===== config.mk =====
export PLATFORM = sky130hd
export DESIGN_NAME = charge_pin_duty_classifier_unit_flat
export DESIGN_NICKNAME = d
export VERILOG_FILES = /design/src/design/cpdc_pkg.sv /design/src/design/cpdc_if.sv /design/src/design/charge_pin_duty_classifier_unit.sv /design/src/design/cpdc_front.sv /design/src/design/cpdc_fifo.sv /design/src/design/cpdc_back.sv /design/src/flat_wrapper.sv
export SDC_FILE = /design/constraint.sdc
export NUM_CORES = 1
export LEC_CHECK = 0
export BUFFER_PORTS_ARGS = -buffer_cell sky130_fd_sc_hd__buf_2
export CORE_UTILIZATION = 40
export DETAILED_ROUTE_END_ITERATION = 10
export PLACE_DENSITY = 0.63
export RECOVER_POWER = 50
export SLEW_MARGIN = 40
export SYNTH_ARGS = -nofsm -noshare
export SYNTH_HDL_FRONTEND = slang
export SYNTH_SLANG_ARGS = --single-unit

===== constraint.sdc =====
create_clock -name clk -period 13 [get_ports clk]
set_input_delay 1.3 -clock clk [delete_from_list [all_inputs] [get_ports clk]]
set_output_delay 1.3 -clock clk [all_outputs]
set_load 0.05 [all_outputs]

===== src/design/cpdc_pkg.sv =====
// ----------------------------------------------------------------------------
// Charge pin duty classifier package
// Shared widths, the measurement word type and the status class function.
// ----------------------------------------------------------------------------
package cpdc_pkg;

    // Width of the high and sample counters.
    localparam int COUNT_WIDTH  = 16;
    // Width of the window length register.
    localparam int CFG_WIDTH    = 16;
    localparam int CMP_WIDTH    = (COUNT_WIDTH > CFG_WIDTH) ? COUNT_WIDTH : CFG_WIDTH;
    localparam int STATE_WIDTH  = 3;
    localparam int DUTY_WIDTH   = 7;
    localparam int QUOT_WIDTH   = DUTY_WIDTH;
    localparam int NUM_WIDTH    = COUNT_WIDTH + DUTY_WIDTH;
    localparam int STEP_WIDTH   = $clog2(QUOT_WIDTH);
    localparam int DUTY_SCALE   = 100;
    localparam int FIFO_DEPTH   = 2;
    localparam int PTR_WIDTH    = $clog2(FIFO_DEPTH);

    localparam logic [CFG_WIDTH-1:0] WINDOW_RESET = CFG_WIDTH'(1024);
    localparam logic [CMP_WIDTH-1:0] COUNT_MAX    = CMP_WIDTH'((64'd1 << COUNT_WIDTH) - 64'd1);

    // Duty bounds of the discarded first try (exclusive).
    localparam logic [DUTY_WIDTH-1:0] RETRY_LOW  = DUTY_WIDTH'(40);
    localparam logic [DUTY_WIDTH-1:0] RETRY_HIGH = DUTY_WIDTH'(60);

    typedef enum logic [STATE_WIDTH-1:0] {
        CS_NOT_CHARGING = 3'd0,
        CS_CHARGING     = 3'd1,
        CS_THERM_FAULT  = 3'd2,
        CS_BAD_BATTERY  = 3'd3,
        CS_UNDEFINED    = 3'd4
    } charge_state_t;

    // One closed measurement window.
    typedef struct packed {
        logic [COUNT_WIDTH-1:0] high_count;
        logic [COUNT_WIDTH-1:0] sample_count;
    } meas_t;

    // Status class of a duty value; the tests are made in priority order.
    function automatic charge_state_t classify(input logic [DUTY_WIDTH-1:0] duty);
        charge_state_t cls;
        if (duty inside {[7'd98:7'd127]})
            cls = CS_NOT_CHARGING;
        else if (duty inside {[7'd0:7'd2]})
            cls = CS_CHARGING;
        else if (duty inside {[7'd0:7'd8], [7'd92:7'd127]})
            cls = CS_THERM_FAULT;
        else if (duty inside {[7'd0:7'd14], [7'd86:7'd127]})
            cls = CS_BAD_BATTERY;
        else
            cls = CS_UNDEFINED;
        return cls;
    endfunction

endpackage


===== src/design/cpdc_if.sv =====
// ----------------------------------------------------------------------------
// Charge pin duty classifier channels
// Valid/ready channels for pin samples, results and the window register.
// ----------------------------------------------------------------------------
interface cpdc_sample_if;
    logic valid;
    logic ready;
    logic pin_level;

    modport source (output valid, output pin_level, input ready);
    modport sink   (input valid, input pin_level, output ready);
endinterface

interface cpdc_result_if;
    logic       valid;
    logic       ready;
    logic [2:0] charge_state;
    logic [6:0] duty_percent;

    modport source (output valid, output charge_state, output duty_percent, input ready);
    modport sink   (input valid, input charge_state, input duty_percent, output ready);
endinterface

interface cpdc_cfg_if;
    logic        valid;
    logic        ready;
    logic [15:0] window_samples;

    modport source (output valid, output window_samples, input ready);
    modport sink   (input valid, input window_samples, output ready);
endinterface


===== src/design/charge_pin_duty_classifier_unit.sv =====
// ----------------------------------------------------------------------------
// Charge pin duty classifier
// Measures the duty of a charger status pin and reports a status class.
// ----------------------------------------------------------------------------
// Throughput: one pin sample per cycle; the front end never stalls while the
//   two-entry window queue has room.
// The result word is registered from the one-bit-per-cycle duty divider
//   (load, 7 steps, decide); a result word not yet taken holds the divider
//   in its decide step. The divider takes no new window until it is through
//   with the last, so short windows stall sampling once the queue fills.
// Reset: counts, retry flag, queue and result valid clear; window is 1024.
// ----------------------------------------------------------------------------
module charge_pin_duty_classifier_unit
    import cpdc_pkg::*;
(
    input  logic           clk,
    input  logic           rst_n,
    cpdc_sample_if.sink    sample,
    cpdc_cfg_if.sink       cfg,
    cpdc_result_if.source  result
);

    // Closed windows travel from the counting front end to the divider
    // through a short queue, so counting goes on while a duty is divided out
    // and while a result word waits to be taken.
    logic  push_valid, push_ready;
    logic  pop_valid, pop_ready;
    meas_t push_data, pop_data;

    // The front end counts high samples against the configured window length
    // and emits the high and sample counts of each window as it closes.
    cpdc_front u_front
    (
        .clk        (clk),
        .rst_n      (rst_n),
        .sample     (sample),
        .cfg        (cfg),
        .push_valid (push_valid),
        .push_data  (push_data),
        .push_ready (push_ready)
    );

    cpdc_fifo u_fifo
    (
        .clk        (clk),
        .rst_n      (rst_n),
        .push_valid (push_valid),
        .push_data  (push_data),
        .push_ready (push_ready),
        .pop_valid  (pop_valid),
        .pop_data   (pop_data),
        .pop_ready  (pop_ready)
    );

    // The back end computes highs * 100 / samples, drops the first window of
    // a measurement whose duty lies strictly between 40 and 60, and otherwise
    // registers the duty and its status class as a result word.
    cpdc_back u_back
    (
        .clk       (clk),
        .rst_n     (rst_n),
        .pop_valid (pop_valid),
        .pop_data  (pop_data),
        .pop_ready (pop_ready),
        .result    (result)
    );

endmodule


===== src/design/cpdc_front.sv =====
// ----------------------------------------------------------------------------
// Charge pin duty classifier front end
// Counts pin samples and closes windows into the measurement queue.
// ----------------------------------------------------------------------------
module cpdc_front
    import cpdc_pkg::*;
(
    input  logic                 clk,
    input  logic                 rst_n,
    cpdc_sample_if.sink          sample,
    cpdc_cfg_if.sink             cfg,
    output logic                 push_valid,
    output meas_t                push_data,
    input  logic                 push_ready
);

    logic [CFG_WIDTH-1:0]   window_reg;
    logic [COUNT_WIDTH-1:0] high_reg, high_next;
    logic [COUNT_WIDTH-1:0] samp_reg, samp_next;
    logic [COUNT_WIDTH-1:0] high_inc, samp_inc;
    logic [CMP_WIDTH-1:0]   win_nz, win_eff;
    logic                   accept, close;

    assign cfg.ready    = 1'b1;
    assign sample.ready = push_ready;
    assign accept       = sample.valid && sample.ready;

    // A zero window acts as one; a window beyond the counter range is clamped.
    always_comb
    begin
        win_nz  = (window_reg == '0) ? CMP_WIDTH'(1) : CMP_WIDTH'(window_reg);
        win_eff = (win_nz > COUNT_MAX) ? COUNT_MAX : win_nz;
    end

    assign high_inc = high_reg + COUNT_WIDTH'(sample.pin_level);
    assign samp_inc = samp_reg + COUNT_WIDTH'(1);
    assign close    = accept && (CMP_WIDTH'(samp_inc) >= win_eff);

    always_comb
    begin
        high_next = high_reg;
        samp_next = samp_reg;
        if (close)
        begin
            high_next = '0;
            samp_next = '0;
        end
        else if (accept)
        begin
            high_next = high_inc;
            samp_next = samp_inc;
        end
    end

    assign push_valid             = close;
    assign push_data.high_count   = high_inc;
    assign push_data.sample_count = samp_inc;

    always_ff @(posedge clk or negedge rst_n)
    begin
        if (!rst_n)
        begin
            window_reg <= WINDOW_RESET;
            high_reg   <= '0;
            samp_reg   <= '0;
        end
        else
        begin
            if (cfg.valid && cfg.ready)
                window_reg <= cfg.window_samples;
            high_reg <= high_next;
            samp_reg <= samp_next;
        end
    end

endmodule


===== src/design/cpdc_fifo.sv =====
// ----------------------------------------------------------------------------
// Charge pin duty classifier measurement queue
// Short register queue between the counting front end and the divider.
// ----------------------------------------------------------------------------
module cpdc_fifo
    import cpdc_pkg::*;
(
    input  logic  clk,
    input  logic  rst_n,
    input  logic  push_valid,
    input  meas_t push_data,
    output logic  push_ready,
    output logic  pop_valid,
    output meas_t pop_data,
    input  logic  pop_ready
);

    meas_t                entry_reg [FIFO_DEPTH];
    logic [PTR_WIDTH-1:0] wr_ptr_reg, rd_ptr_reg;
    logic [PTR_WIDTH:0]   fill_reg, fill_next;
    logic                 do_push, do_pop;

    assign push_ready = (fill_reg != (PTR_WIDTH+1)'(FIFO_DEPTH));
    assign pop_valid  = (fill_reg != '0);
    assign pop_data   = entry_reg[rd_ptr_reg];
    assign do_push    = push_valid && push_ready;
    assign do_pop     = pop_valid && pop_ready;

    always_comb
    begin
        fill_next = fill_reg;
        if (do_push && !do_pop)
            fill_next = fill_reg + (PTR_WIDTH+1)'(1);
        else if (do_pop && !do_push)
            fill_next = fill_reg - (PTR_WIDTH+1)'(1);
    end

    always_ff @(posedge clk or negedge rst_n)
    begin
        if (!rst_n)
        begin
            wr_ptr_reg <= '0;
            rd_ptr_reg <= '0;
            fill_reg   <= '0;
        end
        else
        begin
            if (do_push)
                wr_ptr_reg <= wr_ptr_reg + PTR_WIDTH'(1);
            if (do_pop)
                rd_ptr_reg <= rd_ptr_reg + PTR_WIDTH'(1);
            fill_reg <= fill_next;
        end
    end

    always_ff @(posedge clk)
    begin
        if (do_push)
            entry_reg[wr_ptr_reg] <= push_data;
    end

endmodule


===== src/design/cpdc_back.sv =====
// ----------------------------------------------------------------------------
// Charge pin duty classifier back end
// Divides out the duty, applies the retry rule and holds the result word.
// ----------------------------------------------------------------------------
module cpdc_back
    import cpdc_pkg::*;
(
    input  logic        clk,
    input  logic        rst_n,
    input  logic        pop_valid,
    input  meas_t       pop_data,
    output logic        pop_ready,
    cpdc_result_if.source result
);

    typedef enum logic [2:0] {
        ST_IDLE = 3'b001,
        ST_DIV  = 3'b010,
        ST_DONE = 3'b100
    } back_state_t;

    back_state_t            state_reg, state_next;
    logic [NUM_WIDTH-1:0]   rem_reg, rem_next;
    logic [NUM_WIDTH-1:0]   dsh_reg, dsh_next;
    logic [QUOT_WIDTH-1:0]  quot_reg, quot_next;
    logic [STEP_WIDTH-1:0]  step_reg, step_next;
    logic                   retry_reg, retry_next;
    logic                   res_valid_reg, res_valid_next;
    charge_state_t          cls_reg, cls_next;
    logic [DUTY_WIDTH-1:0]  duty_reg, duty_next;
    logic                   discard;

    assign pop_ready           = (state_reg == ST_IDLE);
    assign result.valid        = res_valid_reg;
    assign result.charge_state = cls_reg;
    assign result.duty_percent = duty_reg;

    // A duty strictly inside the retry band is dropped once per measurement.
    assign discard = !retry_reg && (quot_reg > RETRY_LOW) && (quot_reg < RETRY_HIGH);

    always_comb
    begin
        state_next     = state_reg;
        rem_next       = rem_reg;
        dsh_next       = dsh_reg;
        quot_next      = quot_reg;
        step_next      = step_reg;
        retry_next     = retry_reg;
        res_valid_next = res_valid_reg && !result.ready;
        cls_next       = cls_reg;
        duty_next      = duty_reg;

        case (state_reg)
            ST_IDLE:
            begin
                if (pop_valid)
                begin
                    rem_next   = NUM_WIDTH'(pop_data.high_count) * NUM_WIDTH'(DUTY_SCALE);
                    dsh_next   = NUM_WIDTH'(pop_data.sample_count) << (QUOT_WIDTH - 1);
                    quot_next  = '0;
                    step_next  = '0;
                    state_next = ST_DIV;
                end
            end
            ST_DIV:
            begin
                // One restoring division step per cycle, quotient MSB first.
                if (rem_reg >= dsh_reg)
                begin
                    rem_next  = rem_reg - dsh_reg;
                    quot_next = {quot_reg[QUOT_WIDTH-2:0], 1'b1};
                end
                else
                begin
                    quot_next = {quot_reg[QUOT_WIDTH-2:0], 1'b0};
                end
                dsh_next  = dsh_reg >> 1;
                step_next = step_reg + STEP_WIDTH'(1);
                if (step_reg == STEP_WIDTH'(QUOT_WIDTH - 1))
                    state_next = ST_DONE;
            end
            ST_DONE:
            begin
                if (discard)
                begin
                    retry_next = 1'b1;
                    state_next = ST_IDLE;
                end
                else if (!res_valid_reg || result.ready)
                begin
                    res_valid_next = 1'b1;
                    cls_next       = classify(quot_reg);
                    duty_next      = quot_reg;
                    retry_next     = 1'b0;
                    state_next     = ST_IDLE;
                end
            end
            default:
            begin
                state_next = ST_IDLE;
            end
        endcase
    end

    always_ff @(posedge clk or negedge rst_n)
    begin
        if (!rst_n)
        begin
            state_reg     <= ST_IDLE;
            retry_reg     <= 1'b0;
            res_valid_reg <= 1'b0;
        end
        else
        begin
            state_reg     <= state_next;
            retry_reg     <= retry_next;
            res_valid_reg <= res_valid_next;
        end
    end

    always_ff @(posedge clk)
    begin
        rem_reg  <= rem_next;
        dsh_reg  <= dsh_next;
        quot_reg <= quot_next;
        step_reg <= step_next;
        cls_reg  <= cls_next;
        duty_reg <= duty_next;
    end

endmodule

===== src/flat_wrapper.sv =====
// flat-port wrapper written by rule: the top's interface ports become plain ports
module charge_pin_duty_classifier_unit_flat import cpdc_pkg::*;
  (clk, rst_n, sample_valid, sample_pin_level, sample_ready, cfg_valid, cfg_window_samples, cfg_ready, result_valid, result_charge_state, result_duty_percent, result_ready);
  cpdc_sample_if sample_i ();
  cpdc_cfg_if cfg_i ();
  cpdc_result_if result_i ();
  input  logic clk;
  input  logic rst_n;
  input wire logic [$bits(sample_i.valid)-1:0] sample_valid;
  input wire logic [$bits(sample_i.pin_level)-1:0] sample_pin_level;
  output wire logic [$bits(sample_i.ready)-1:0] sample_ready;
  input wire logic [$bits(cfg_i.valid)-1:0] cfg_valid;
  input wire logic [$bits(cfg_i.window_samples)-1:0] cfg_window_samples;
  output wire logic [$bits(cfg_i.ready)-1:0] cfg_ready;
  output wire logic [$bits(result_i.valid)-1:0] result_valid;
  output wire logic [$bits(result_i.charge_state)-1:0] result_charge_state;
  output wire logic [$bits(result_i.duty_percent)-1:0] result_duty_percent;
  input wire logic [$bits(result_i.ready)-1:0] result_ready;
  assign sample_i.valid = sample_valid;
  assign sample_i.pin_level = sample_pin_level;
  assign sample_ready = sample_i.ready;
  assign cfg_i.valid = cfg_valid;
  assign cfg_i.window_samples = cfg_window_samples;
  assign cfg_ready = cfg_i.ready;
  assign result_valid = result_i.valid;
  assign result_charge_state = result_i.charge_state;
  assign result_duty_percent = result_i.duty_percent;
  assign result_i.ready = result_ready;
  charge_pin_duty_classifier_unit u_core (.clk(clk), .rst_n(rst_n), .sample(sample_i), .cfg(cfg_i), .result(result_i));
endmodule

-- Yosys cells after proc, flatten, opt, wreduce, memory -nomap -nowiden
Memory sizes are Yosys's and may differ from the RTL's.
Cells that the tools add are included.
- register bits after elaboration: 123
- bits in latches: 0
- memories kept: 1
- bits in read-only memories: 0
- bits in writable memories: 64
- word-level logic and storage cells: 119
- input port bits: 22
- divide/modulo/power cells: 0
- equal/unequal tests: 9
- multiply operators: 1
- mux-type cells: 33
- $lt $le $gt $ge: 13
- add/subtract/negate cells: 8
- bitwise gates (word level): 1
- reductions and logical operators: 36
- shifts and indexed selects: 0
- memories (memory ; words ; bits a word ; rd ports ; clocked after Yosys merged registers in ; write ports ; line ; RTL):
    u_core.u_fifo.entry_reg ; 2 ; 32 ; 1 ; 0 ; 1 ; cpdc_fifo.sv:18 ; meas_t entry_reg [FIFO_DEPTH];
- operators by type and width (operator ; number):
    2-to-1 mux 16 bit ; 6
    case mux 23 bit (2 select lines) ; 2
    2-to-1 mux 23 bit ; 3
    >= comparator 23 bit ; 1
    subtractor 23 bit ; 1
    >= comparator 7 bit (second input constant) ; 3
    multiplier 16 x 5 -> 21 bit (second input constant) ; 1
    2-to-1 mux 3 bit ; 6
    adder 16 x 1 -> 16 bit ; 1
    adder 16 x 1 -> 16 bit (second input constant) ; 1
    >= comparator 16 bit ; 1
    > comparator 16 bit (second input constant) ; 1
    zero test 16 bit ; 1
    logical AND 1 bit ; 15
    <= comparator 7 x 4 -> 1 bit (second input constant) ; 2
    case mux 7 bit (2 select lines) ; 1
    nonzero test 2 bit ; 7
    2-to-1 mux 1 bit ; 9
    case mux 3 bit (3 select lines) ; 1
    AND reduction 3 bit ; 3
    != test 2 bit (second input constant) ; 4
    >= comparator 7 x 1 -> 1 bit (second input constant) ; 1
    > comparator 7 x 6 -> 1 bit (second input constant) ; 1
    <= comparator 7 x 2 -> 1 bit (second input constant) ; 1
    19 further kinds ; 28

-- Longest topological paths before layout
Gate-level depths: netlist (run 1).
- word-level depth: 11
- gate-level depth with buffers: 18
- mapped depth without buffers: 16

-- Cells and area by module
From an unflattened synthesis (run 1), not the netlist that was laid out.
- cells, all modules: 1037
- area total of the unflattened synthesis: 11289.6 µm²
- by module, submodules not included (module ; times used ; cells an instance ; area an instance (µm²)):
    cpdc_back ; 1 ; 589 ; 5684.2
    cpdc_front ; 1 ; 330 ; 2946.6
    cpdc_fifo ; 1 ; 118 ; 2658.8

-- Worst setup path after synthesis (run 1)
No wires, ideal clock.
- kind: reg2reg
- start: register u_core.u_front.samp_reg[2]
- end: memory u_core.u_fifo.entry_reg[0][0] in the netlist's numbering (enable)
- cell stages (with the launch flop): 16
- period minus slack after synthesis: 4.631 ns
- arrival time: 4.206 ns
- path slack: 8.369 ns
- required time: 12.575 ns
- setup time: 0.425 ns
- path through: dfrtp_1 > and3_1 > and3_2 > and3_1 > and3_1 > buf_2 > nand3_1 > xnor2_1 > ha_1 > o21a_1 > o211ai_1 > a21oi_1 > a211o_1 > buf_4 > and2_1 > nor2b_1
- RTL lines (what ; line ; RTL):
    start, declared ; cpdc_front.sv:19 ; logic [COUNT_WIDTH-1:0] samp_reg, samp_next;
    start signal, assigned ; cpdc_front.sv:72 ; samp_reg <= samp_next;
    end, declared ; cpdc_fifo.sv:18 ;

-- Final worst setup path (run 1)
- start: register u_core.u_fifo.rd_ptr_reg
- end: register u_core.u_back.rem_reg[22], data pin
- word-level cells in the longest chain between the ends: 4
- ends and longest elaborated chain (what ; line ; RTL):
    start, declared ; cpdc_fifo.sv:19 ; logic [PTR_WIDTH-1:0] wr_ptr_reg, rd_ptr_reg;
    start signal, assigned ; cpdc_fifo.sv:51 ; rd_ptr_reg <= rd_ptr_reg + PTR_WIDTH'(1);
    memory read (2 x 32 bit) ; n/a ;
    multiplier 16 x 5 -> 21 bit ; cpdc_back.sv:58 ; rem_next = NUM_WIDTH'(pop_data.high_count) * NUM_WIDTH'(DUTY_SCALE);
    2-to-1 mux 23 bit ; cpdc_back.sv:56 ; if (pop_valid)
    case mux 23 bit (2 select lines) ; cpdc_back.sv:53 ; case (state_reg)
    via u_core.u_back.rem_next[22] ; cpdc_back.sv:23 ; logic [NUM_WIDTH-1:0] rem_reg, rem_next;
    end signal, assigned ; cpdc_back.sv:123 ; rem_reg <= rem_next;
    end, declared ; cpdc_back.sv:23 ;
The timed path passes the listed nets, and every way through them passes these cells. The select of a mux whose other input is x is not followed.
A chain may end at the register's enable or synchronous reset.

==> results by group, run 1 <==
Place
  • Gpl congestion: 0.846
  • Placed cells: 1398
  • Input/output buffers: 33
  • Dpl ws: 8.35 ns
  • Dpl cell area: 0.0114 sq mm
  • Post-DP HPWL: 15500 microns

Clock tree
  • Clk root buf: clkbuf_16
  • Post-CTS Setup Bufs: 0
  • CTS resizes: 0
  • Deepest clock path buffer count: 2
  • Hold buffers post-CTS: 0
  • Worst skew pair latency: 0.44 ns
  • Inserted Clock Buffers: 17
  • H-Tree Level Count: 4
  • CTS tree: yes
  • Clock slew at reported path FFs: 0.07 ns
  • Clk sinks: 186

Die
  • Chip Height: 167 microns
  • CORE AREA: 0.0268 sq mm
  • Site row count: 60
  • Initial core utilization: 40.6%
  • DIE WIDTH: 167 microns
  • Top Ports: 35
  • Die footprint: 0.0279 sq mm

Setup path
  • Critical Setup Path Class: flop to flop
  • WP data required: 13.11 ns
  • Nature of the critical path endpoint: flop
  • Reg2Reg Depth: 17
  • CP Data Arrival Time: 4.83 ns
  • Max FO, Critical Path: 32
  • Worst R2R End: u_core.u_back.rem_reg[22]$_DFFE_PP_
  • Reg2Reg Setup Slack: 8.28 ns
  • CP Launch Type: flop
  • Reg-to-reg startpoint: u_core.u_fifo.rd_ptr_reg$_DFFE_PN0P_

Outcome
  • Outcome: complete, but fails checks
  • Violated checks: capacitance limit, slew limit

Synth
  • Post-Syn Area per Cell: 10.4 sq um
  • Largest family of logic cells by synthesized area: adder cells
  • Seq cells post-synth: 186
  • Synth top area share: 35.6%
  • Sequential element share of the synthesized area: 48.7%
  • FFs w/ async S/R, synth: 30.6%
  • Synth area leader: edfxtp_1
  • Compound-Gate Fraction of Synth Area: 12.7%
  • Cells after Synth: 1052
  • Post-synthesis mux area share: 3.11%
  • Synth Area in Simple Gates: 11.9%
  • Synth Net Count: 1182
  • Synth Area in XOR/XNOR: 5.39%
  • Adder-cell share of the synthesized area: 13.2%
  • Mapped Area: 0.0109 sq mm
  • Ys flop type: edfxtp_1
  • Area contributors post-synth: edfxtp_1 36%, dfrtp_1 13%, ha_1 11%
  • YS warnings: 0
  • Number of flops mapped to enable cells by yosys: 129
  • Synth cell types: 55

STA
  • Final worst slack: 8.28 ns
  • FMAX: 212 MHz
  • Period utilization: 36.3%
  • Unrepaired setup endpoints after global routing: no
  • Worst clock skew: 0.0129 ns
  • Setup tns final: 0 ns
  • # setup viols final: 0
  • Slew HR: -22.7%
  • Actual slew at the worst max-slew pin: 1.84 ns
  • Tmin final: 4.72 ns
  • Final hold vios: 0
  • Slew Limit Fails: 118

Finish
  • Synth-to-Final Area Change: 9.71%
  • Fill cells: 2501
  • Share of cells above drive strength 1: 7.16%
  • Post-layout nets: 1207
  • Cell area after layout: 0.0120 sq mm
  • Fin cells: 1431
  • Max reg flops: 64
  • N_diodes: 0
  • Final Util: 44.6%

Power and ir drop
  • Power Internal: 1.66 mW
  • Clock Power Share: 17.4%
  • Pwr/cell area: 240 mW/mm^2
  • Seq pwr share: 33.1%
  • IR drop worst, VDD: 0.101 mV
  • Switching power: 1.21 mW
  • Leak: 5.36 nW
  • Switching share of power: 42.1%
  • Comb pwr share: 49.5%

Routing
  • Drt total wl: 21000 microns
  • Residual DRC: 0
  • Routed Antenna Nets: 0
  • Wire per inst: 14.7 microns
  • Drt first pass iters: 5
  • DR vias/cell: 5.16
  • Via count: 7391
  • Detailed Route Iter0 Violations: 376

Global routing
  • Initial antenna violation count: 0
  • Global-route wire length before repair: 35400 microns
  • Vias in the first global route: 7338
  • Global route total overflow: 0
  • Total global-route track usage: 15.7%
  • Largest net degree at the start of global routing: 58

Flow run
  • Max_cap viols: 3

Min path
  • Hold Crit Endpoint: u_core.u_front.high_reg[0]$_DFFE_PN0P_
  • Hold path depth: 2
  • HP Start: u_core.u_front.high_reg[0]$_DFFE_PN0P_
  • Hold Path Class: flop to flop
[layout by cell type, fill, tap and decap left out, types with 3 or more instances in the layout]
cell | synthesis | layout
o21ai_1 | 4 | 4
and3_1 | 21 | 22
inv_6 | 0 | 5
clkbuf_1 | 31 | 13
clkbuf_16 | 0 | 17
o31ai_1 | 10 | 10
nor2_1 | 48 | 48
inv_8 | 0 | 3
a211oi_1 | 8 | 8
nand3_1 | 24 | 25
a21oi_1 | 52 | 52
inv_1 | 100 | 100
a21o_1 | 14 | 14
fa_1 | 12 | 12
buf_4 | 3 | 7
nor3_1 | 7 | 7
a31oi_1 | 8 | 8
nand2b_1 | 9 | 9
nor4_1 | 5 | 5
nand4_1 | 9 | 9
o21ai_0 | 110 | 110
dfrtp_1 | 55 | 55
xor2_1 | 31 | 31
o21bai_1 | 4 | 4
nand2_1 | 133 | 133
edfxtp_1 | 129 | 129
and2_1 | 5 | 3
buf_2 | 2 | 25
o211ai_1 | 5 | 5
mux2i_1 | 26 | 26
o21a_1 | 6 | 6
nor2b_1 | 9 | 8
ha_1 | 96 | 96
xnor2_1 | 36 | 36
mux2_2 | 7 | 7
[area by class of cell]
class	instances	area, sq um	area share [%]
sequential	186	5300	44.4
multi-input combinational	727	5050	42.3
clock buffer	18	439	3.67
tap	341	427	3.57
inverter	100	375	3.14
timing repair buffer	45	226	1.89
clock inverter	14	128	1.07
[power groups by stage]
stage                     logic (mW)  clock network, mW  registers [mW]
after detailed placement        1.41                  0           0.960
after global placement          1.39                  0           0.956
after floorplan                 1.09                  0           0.932
after global routing            1.60              0.532           0.966
after CTS                       1.42              0.511           0.948
final                           1.42              0.499           0.948
[cell usage after synthesis (3+ instances only)]
cell type / count
nor2b_1: 9
buf_4: 3
dfrtp_1: 55
o21a_1: 6
mux2_2: 7
mux2i_1: 26
nand4_1: 9
o211ai_1: 5
and3_1: 21
o21bai_1: 4
nand2_1: 133
a21o_1: 14
o21ai_1: 4
nor3_1: 7
nand3_1: 24
xnor2_1: 36
inv_1: 100
clkbuf_1: 31
edfxtp_1: 129
nand2b_1: 9
and2_1: 5
o21ai_0: 110
buf_1: 3
a211oi_1: 8
a21oi_1: 52
ha_1: 96
nor4_1: 5
a31oi_1: 8
nor2_1: 48
xor2_1: 31
o31ai_1: 10
fa_1: 12
[worst max-delay path by stage]
stage,from,to,slack (ns),cells after the start
after global routing,u_core.u_fifo.rd_ptr_reg$_DFFE_PN0P_,u_core.u_back.rem_reg[22]$_DFFE_PP_,7.93,17
after CTS,u_core.u_fifo.rd_ptr_reg$_DFFE_PN0P_,u_core.u_back.rem_reg[22]$_DFFE_PP_,8.32,17
final,u_core.u_fifo.rd_ptr_reg$_DFFE_PN0P_,u_core.u_back.rem_reg[22]$_DFFE_PP_,8.28,17
after detailed placement,u_core.u_fifo.rd_ptr_reg$_DFFE_PN0P_,u_core.u_back.rem_reg[22]$_DFFE_PP_,8.35,17
after floorplan,u_core.u_front.samp_reg[2]$_DFFE_PN0P_,u_core.u_fifo.entry_reg[0][0]$_DFFE_PP_,8.37,15
after global placement,u_core.u_fifo.rd_ptr_reg$_DFFE_PN0P_,u_core.u_back.rem_reg[22]$_DFFE_PP_,8.45,17
[cells by family after synthesis]
kind of cell,Yosys count
multiplexers,33
AND/OR/NAND/NOR,281
other,1
flip-flops,186
AO/OA/AOI/OAI,237
adder cells (fa/ha/maj),108
buffers and inverters,139
XOR/XNOR,67
[metal layers]
| metal | vias up | wire (microns) | global-route usage, % |
|---|---|---|---|
| met4 | 0 | 431 | 5.72 |
| met3 | 28 | 649 | 2.57 |
| li1 | 3747 | - | - |
| met2 | 108 | 9750 | 26.1 |
| met1 | 3508 | 10100 | 20.6 |
| met5 | - | 0 | 0 |
[per-stage QoR]
stage,power (mW),hold slack [ns]
floorplan,2.02,0.424
global placement,2.35,0.468
detailed placement,2.37,0.486
CTS,2.88,0.502
global route,3.10,0.530
finish,2.86,0.498
[critical path, cell delays in order (launching register included)]
cell and delay (ns):
dfrtp_1 0.36, buf_4 0.44, mux2i_1 0.39, inv_1 0.12, ha_1 0.31, ha_1 0.28, inv_1 0.05, fa_1 0.50
inv_1 0.04, ha_1 0.35, and3_1 0.18, a221oi_2 0.31, o21ai_0 0.18, a21oi_1 0.29, o211ai_1 0.15, a21oi_1 0.19
xor2_1 0.16, a21oi_1 0.08
(Power assumes the default switching activity.)
==> inputs of run 2 (changes only) <==
--- a/config.mk
+++ b/config.mk
@@ -8,7 +8,7 @@
 export BUFFER_PORTS_ARGS = -buffer_cell sky130_fd_sc_hd__buf_2
 export CORE_UTILIZATION = 40
 export DETAILED_ROUTE_END_ITERATION = 10
-export PLACE_DENSITY = 0.63
+export PLACE_DENSITY = 0.65
 export RECOVER_POWER = 50
 export SLEW_MARGIN = 40
 export SYNTH_ARGS = -nofsm -noshare
==> constraint.sdc (replaced) <==
create_clock -name clk -period 3.8 [get_ports clk]
set_input_delay 0.38 -clock clk [delete_from_list [all_inputs] [get_ports clk]]
set_output_delay 0.38 -clock clk [all_outputs]
set_load 0.05 [all_outputs]
==> results by group, run 2 (same netlist as run 1, synthesis figures left out) <==
Die
  • Site row count: 60
  • DIE WIDTH: 167 microns
  • Die footprint: 0.0279 sq mm
  • CORE AREA: 0.0268 sq mm
  • Top Ports: 35
  • Chip Height: 167 microns
  • Initial core utilization: 40.6%

Setup path
  • Nature of the critical path endpoint: flop
  • Reg2Reg Setup Slack: -0.13 ns
  • Reg2Reg Depth: 16
  • Critical Setup Path Class: flop to flop
  • Reg-to-reg startpoint: u_core.u_fifo.rd_ptr_reg$_DFFE_PN0P_
  • Worst R2R End: u_core.u_back.rem_reg[22]$_DFFE_PP_
  • CP Data Arrival Time: 4.09 ns
  • Max FO, Critical Path: 6
  • CP Launch Type: flop
  • WP data required: 3.96 ns

STA
  • Actual slew at the worst max-slew pin: 1.61 ns
  • Period utilization: 103%
  • Setup tns final: -0.292 ns
  • Worst clock skew: 0.0150 ns
  • Final worst slack: -0.128 ns
  • Slew HR: -7.43%
  • Slew Limit Fails: 27
  • Tmin final: 3.93 ns
  • FMAX: 255 MHz
  • Unrepaired setup endpoints after global routing: yes
  • Final hold vios: 0
  • # setup viols final: 4

Min path
  • Hold Crit Endpoint: u_core.u_front.window_reg[7]$_DFFE_PN0P_
  • HP Start: cfg_window_samples[7]
  • Hold Path Class: primary input to flop
  • Hold path depth: 3

Clock tree
  • H-Tree Level Count: 4
  • CTS tree: yes
  • Inserted Clock Buffers: 17
  • Worst skew pair latency: 0.44 ns
  • Clk sinks: 186
  • Clock slew at reported path FFs: 0.08 ns
  • Deepest clock path buffer count: 2
  • Clk root buf: clkbuf_16

Power and ir drop
  • Leak: 5.68 nW
  • IR drop worst, VDD: 0.397 mV
  • Pwr/cell area: 883 mW/mm^2

Finish
  • Most frequent cells in the layout: 133 x nand2_1, 129 x edfxtp_1, 105 x o21ai_0
  • Fill cells: 2335
  • Commonest non-fill, non-tap cell in the layout: nand2_1
  • Post-layout nets: 1279
  • N_diodes: 0
  • Synth-to-Final Area Change: 18.8%
  • Share of cells above drive strength 1: 16.5%
  • Fin cells: 1503
  • Max reg flops: 64

Global routing
  • Vias in the first global route: 7887
  • Total global-route track usage: 17.1%
  • Largest net degree at the start of global routing: 53
  • Global-route wire length before repair: 38300 microns
  • Initial antenna violation count: 0
  • Global route total overflow: 0

Routing
  • Wire per inst: 15.2 microns
  • DR vias/cell: 5.17
  • Drt total wl: 22900 microns
  • Via count: 7771
  • Detailed Route Iter0 Violations: 420
  • Routed Antenna Nets: 0
  • Residual DRC: 0
  • Drt first pass iters: 5

Outcome
  • Violated checks: capacitance limit, slew limit, setup timing
  • Outcome: complete, but fails checks

Place
  • Placed cells: 1459
  • Post-DP HPWL: 16800 microns
  • Gpl congestion: 0.870
  • Input/output buffers: 33

Flow run
  • Max_cap viols: 1
[run 2: report_power, final]
part           switching, mW  total, mW  internal, mW
logic                   3.62       6.38          2.76
clock network          0.838       1.78         0.938
registers              0.323       3.28          2.95
[run 2: worst max path at each step]
| stage | start | to | slack [ns] | cells after the start |
|---|---|---|---|---|
| final | u_core.u_fifo.rd_ptr_reg$_DFFE_PN0P_ | u_core.u_back.rem_reg[22]$_DFFE_PP_ | -0.13 | 16 |
| after global routing | u_core.u_fifo.rd_ptr_reg$_DFFE_PN0P_ | u_core.u_back.rem_reg[22]$_DFFE_PP_ | -0.28 | 16 |
| after CTS | u_core.u_fifo.rd_ptr_reg$_DFFE_PN0P_ | u_core.u_back.rem_reg[20]$_DFFE_PP_ | -0.10 | 18 |
| after detailed placement | u_core.u_fifo.rd_ptr_reg$_DFFE_PN0P_ | u_core.u_back.rem_reg[18]$_DFFE_PP_ | -0.30 | 15 |
| after global placement | u_core.u_fifo.rd_ptr_reg$_DFFE_PN0P_ | u_core.u_back.rem_reg[18]$_DFFE_PP_ | -0.16 | 15 |
| after floorplan | u_core.u_fifo.rd_ptr_reg$_DFFE_PN0P_ | u_core.u_back.rem_reg[22]$_DFFE_PP_ | 0.006 | 18 |
[run 2: stage by stage]
| stage | total power, mW | setup WS (ns) | utilization (%) | cell area, sq um | hold slack (ns) |
|---|---|---|---|---|---|
| after floorplan | 7.59 | 0.00553 | - | 11100 | 0.0844 |
| after global placement | 9.13 | -0.159 | 44.9 | 12000 | 0.451 |
| after detailed placement | 9.23 | -0.298 | 45.0 | 12100 | 0.461 |
| after CTS | 11.3 | -0.103 | 47.7 | 12800 | 0.127 |
| after global routing | 12.3 | -0.277 | 48.3 | 12900 | 0.137 |
| final | 11.4 | -0.128 | 48.3 | 12900 | 0.146 |
[run 2: cell type report]
class | instances | area [sq um] | share of cell area [%]
Tap cell | 341 | 427 | 3.30
Inverter | 100 | 375 | 2.90
Clock buffer | 19 | 433 | 3.34
Sequential cell | 186 | 5300 | 41.0
Timing Repair Buffer | 116 | 785 | 6.06
Multi-Input combinational cell | 728 | 5470 | 42.2
Clock inverter | 13 | 154 | 1.19
[run 2: routing by layer]
layer  global-route usage (%)  up-vias  wire length [microns]
li1                         -     3896                      -
met1                     21.5     3717                  10300
met2                     29.7      134                  11500
met3                     3.23       24                    734
met4                     5.03        0                    350
met5                        0        -                      0
[run 2: critical path, stage by stage (launching register included)]
cell and delay, ns:
dfrtp_2 0.47, buf_6 0.15, mux2_4 0.33, ha_4 0.23
ha_4 0.26, inv_2 0.03, fa_1 0.54, inv_2 0.05
ha_4 0.21, a21o_1 0.22, a221oi_4 0.31, o21ai_2 0.13
a21oi_2 0.20, o211ai_1 0.12, a21oi_1 0.18, xor2_1 0.16
a21oi_1 0.07
[run 2: repair_timing]
item,CTS,global route
endpoints found under the setup margin,8,70
pin swaps,8,23
hold buffers,1,0
gates cloned,0,1
buffers inserted,6,5
endpoints found under the hold margin,24,0
gates resized for setup,15,43
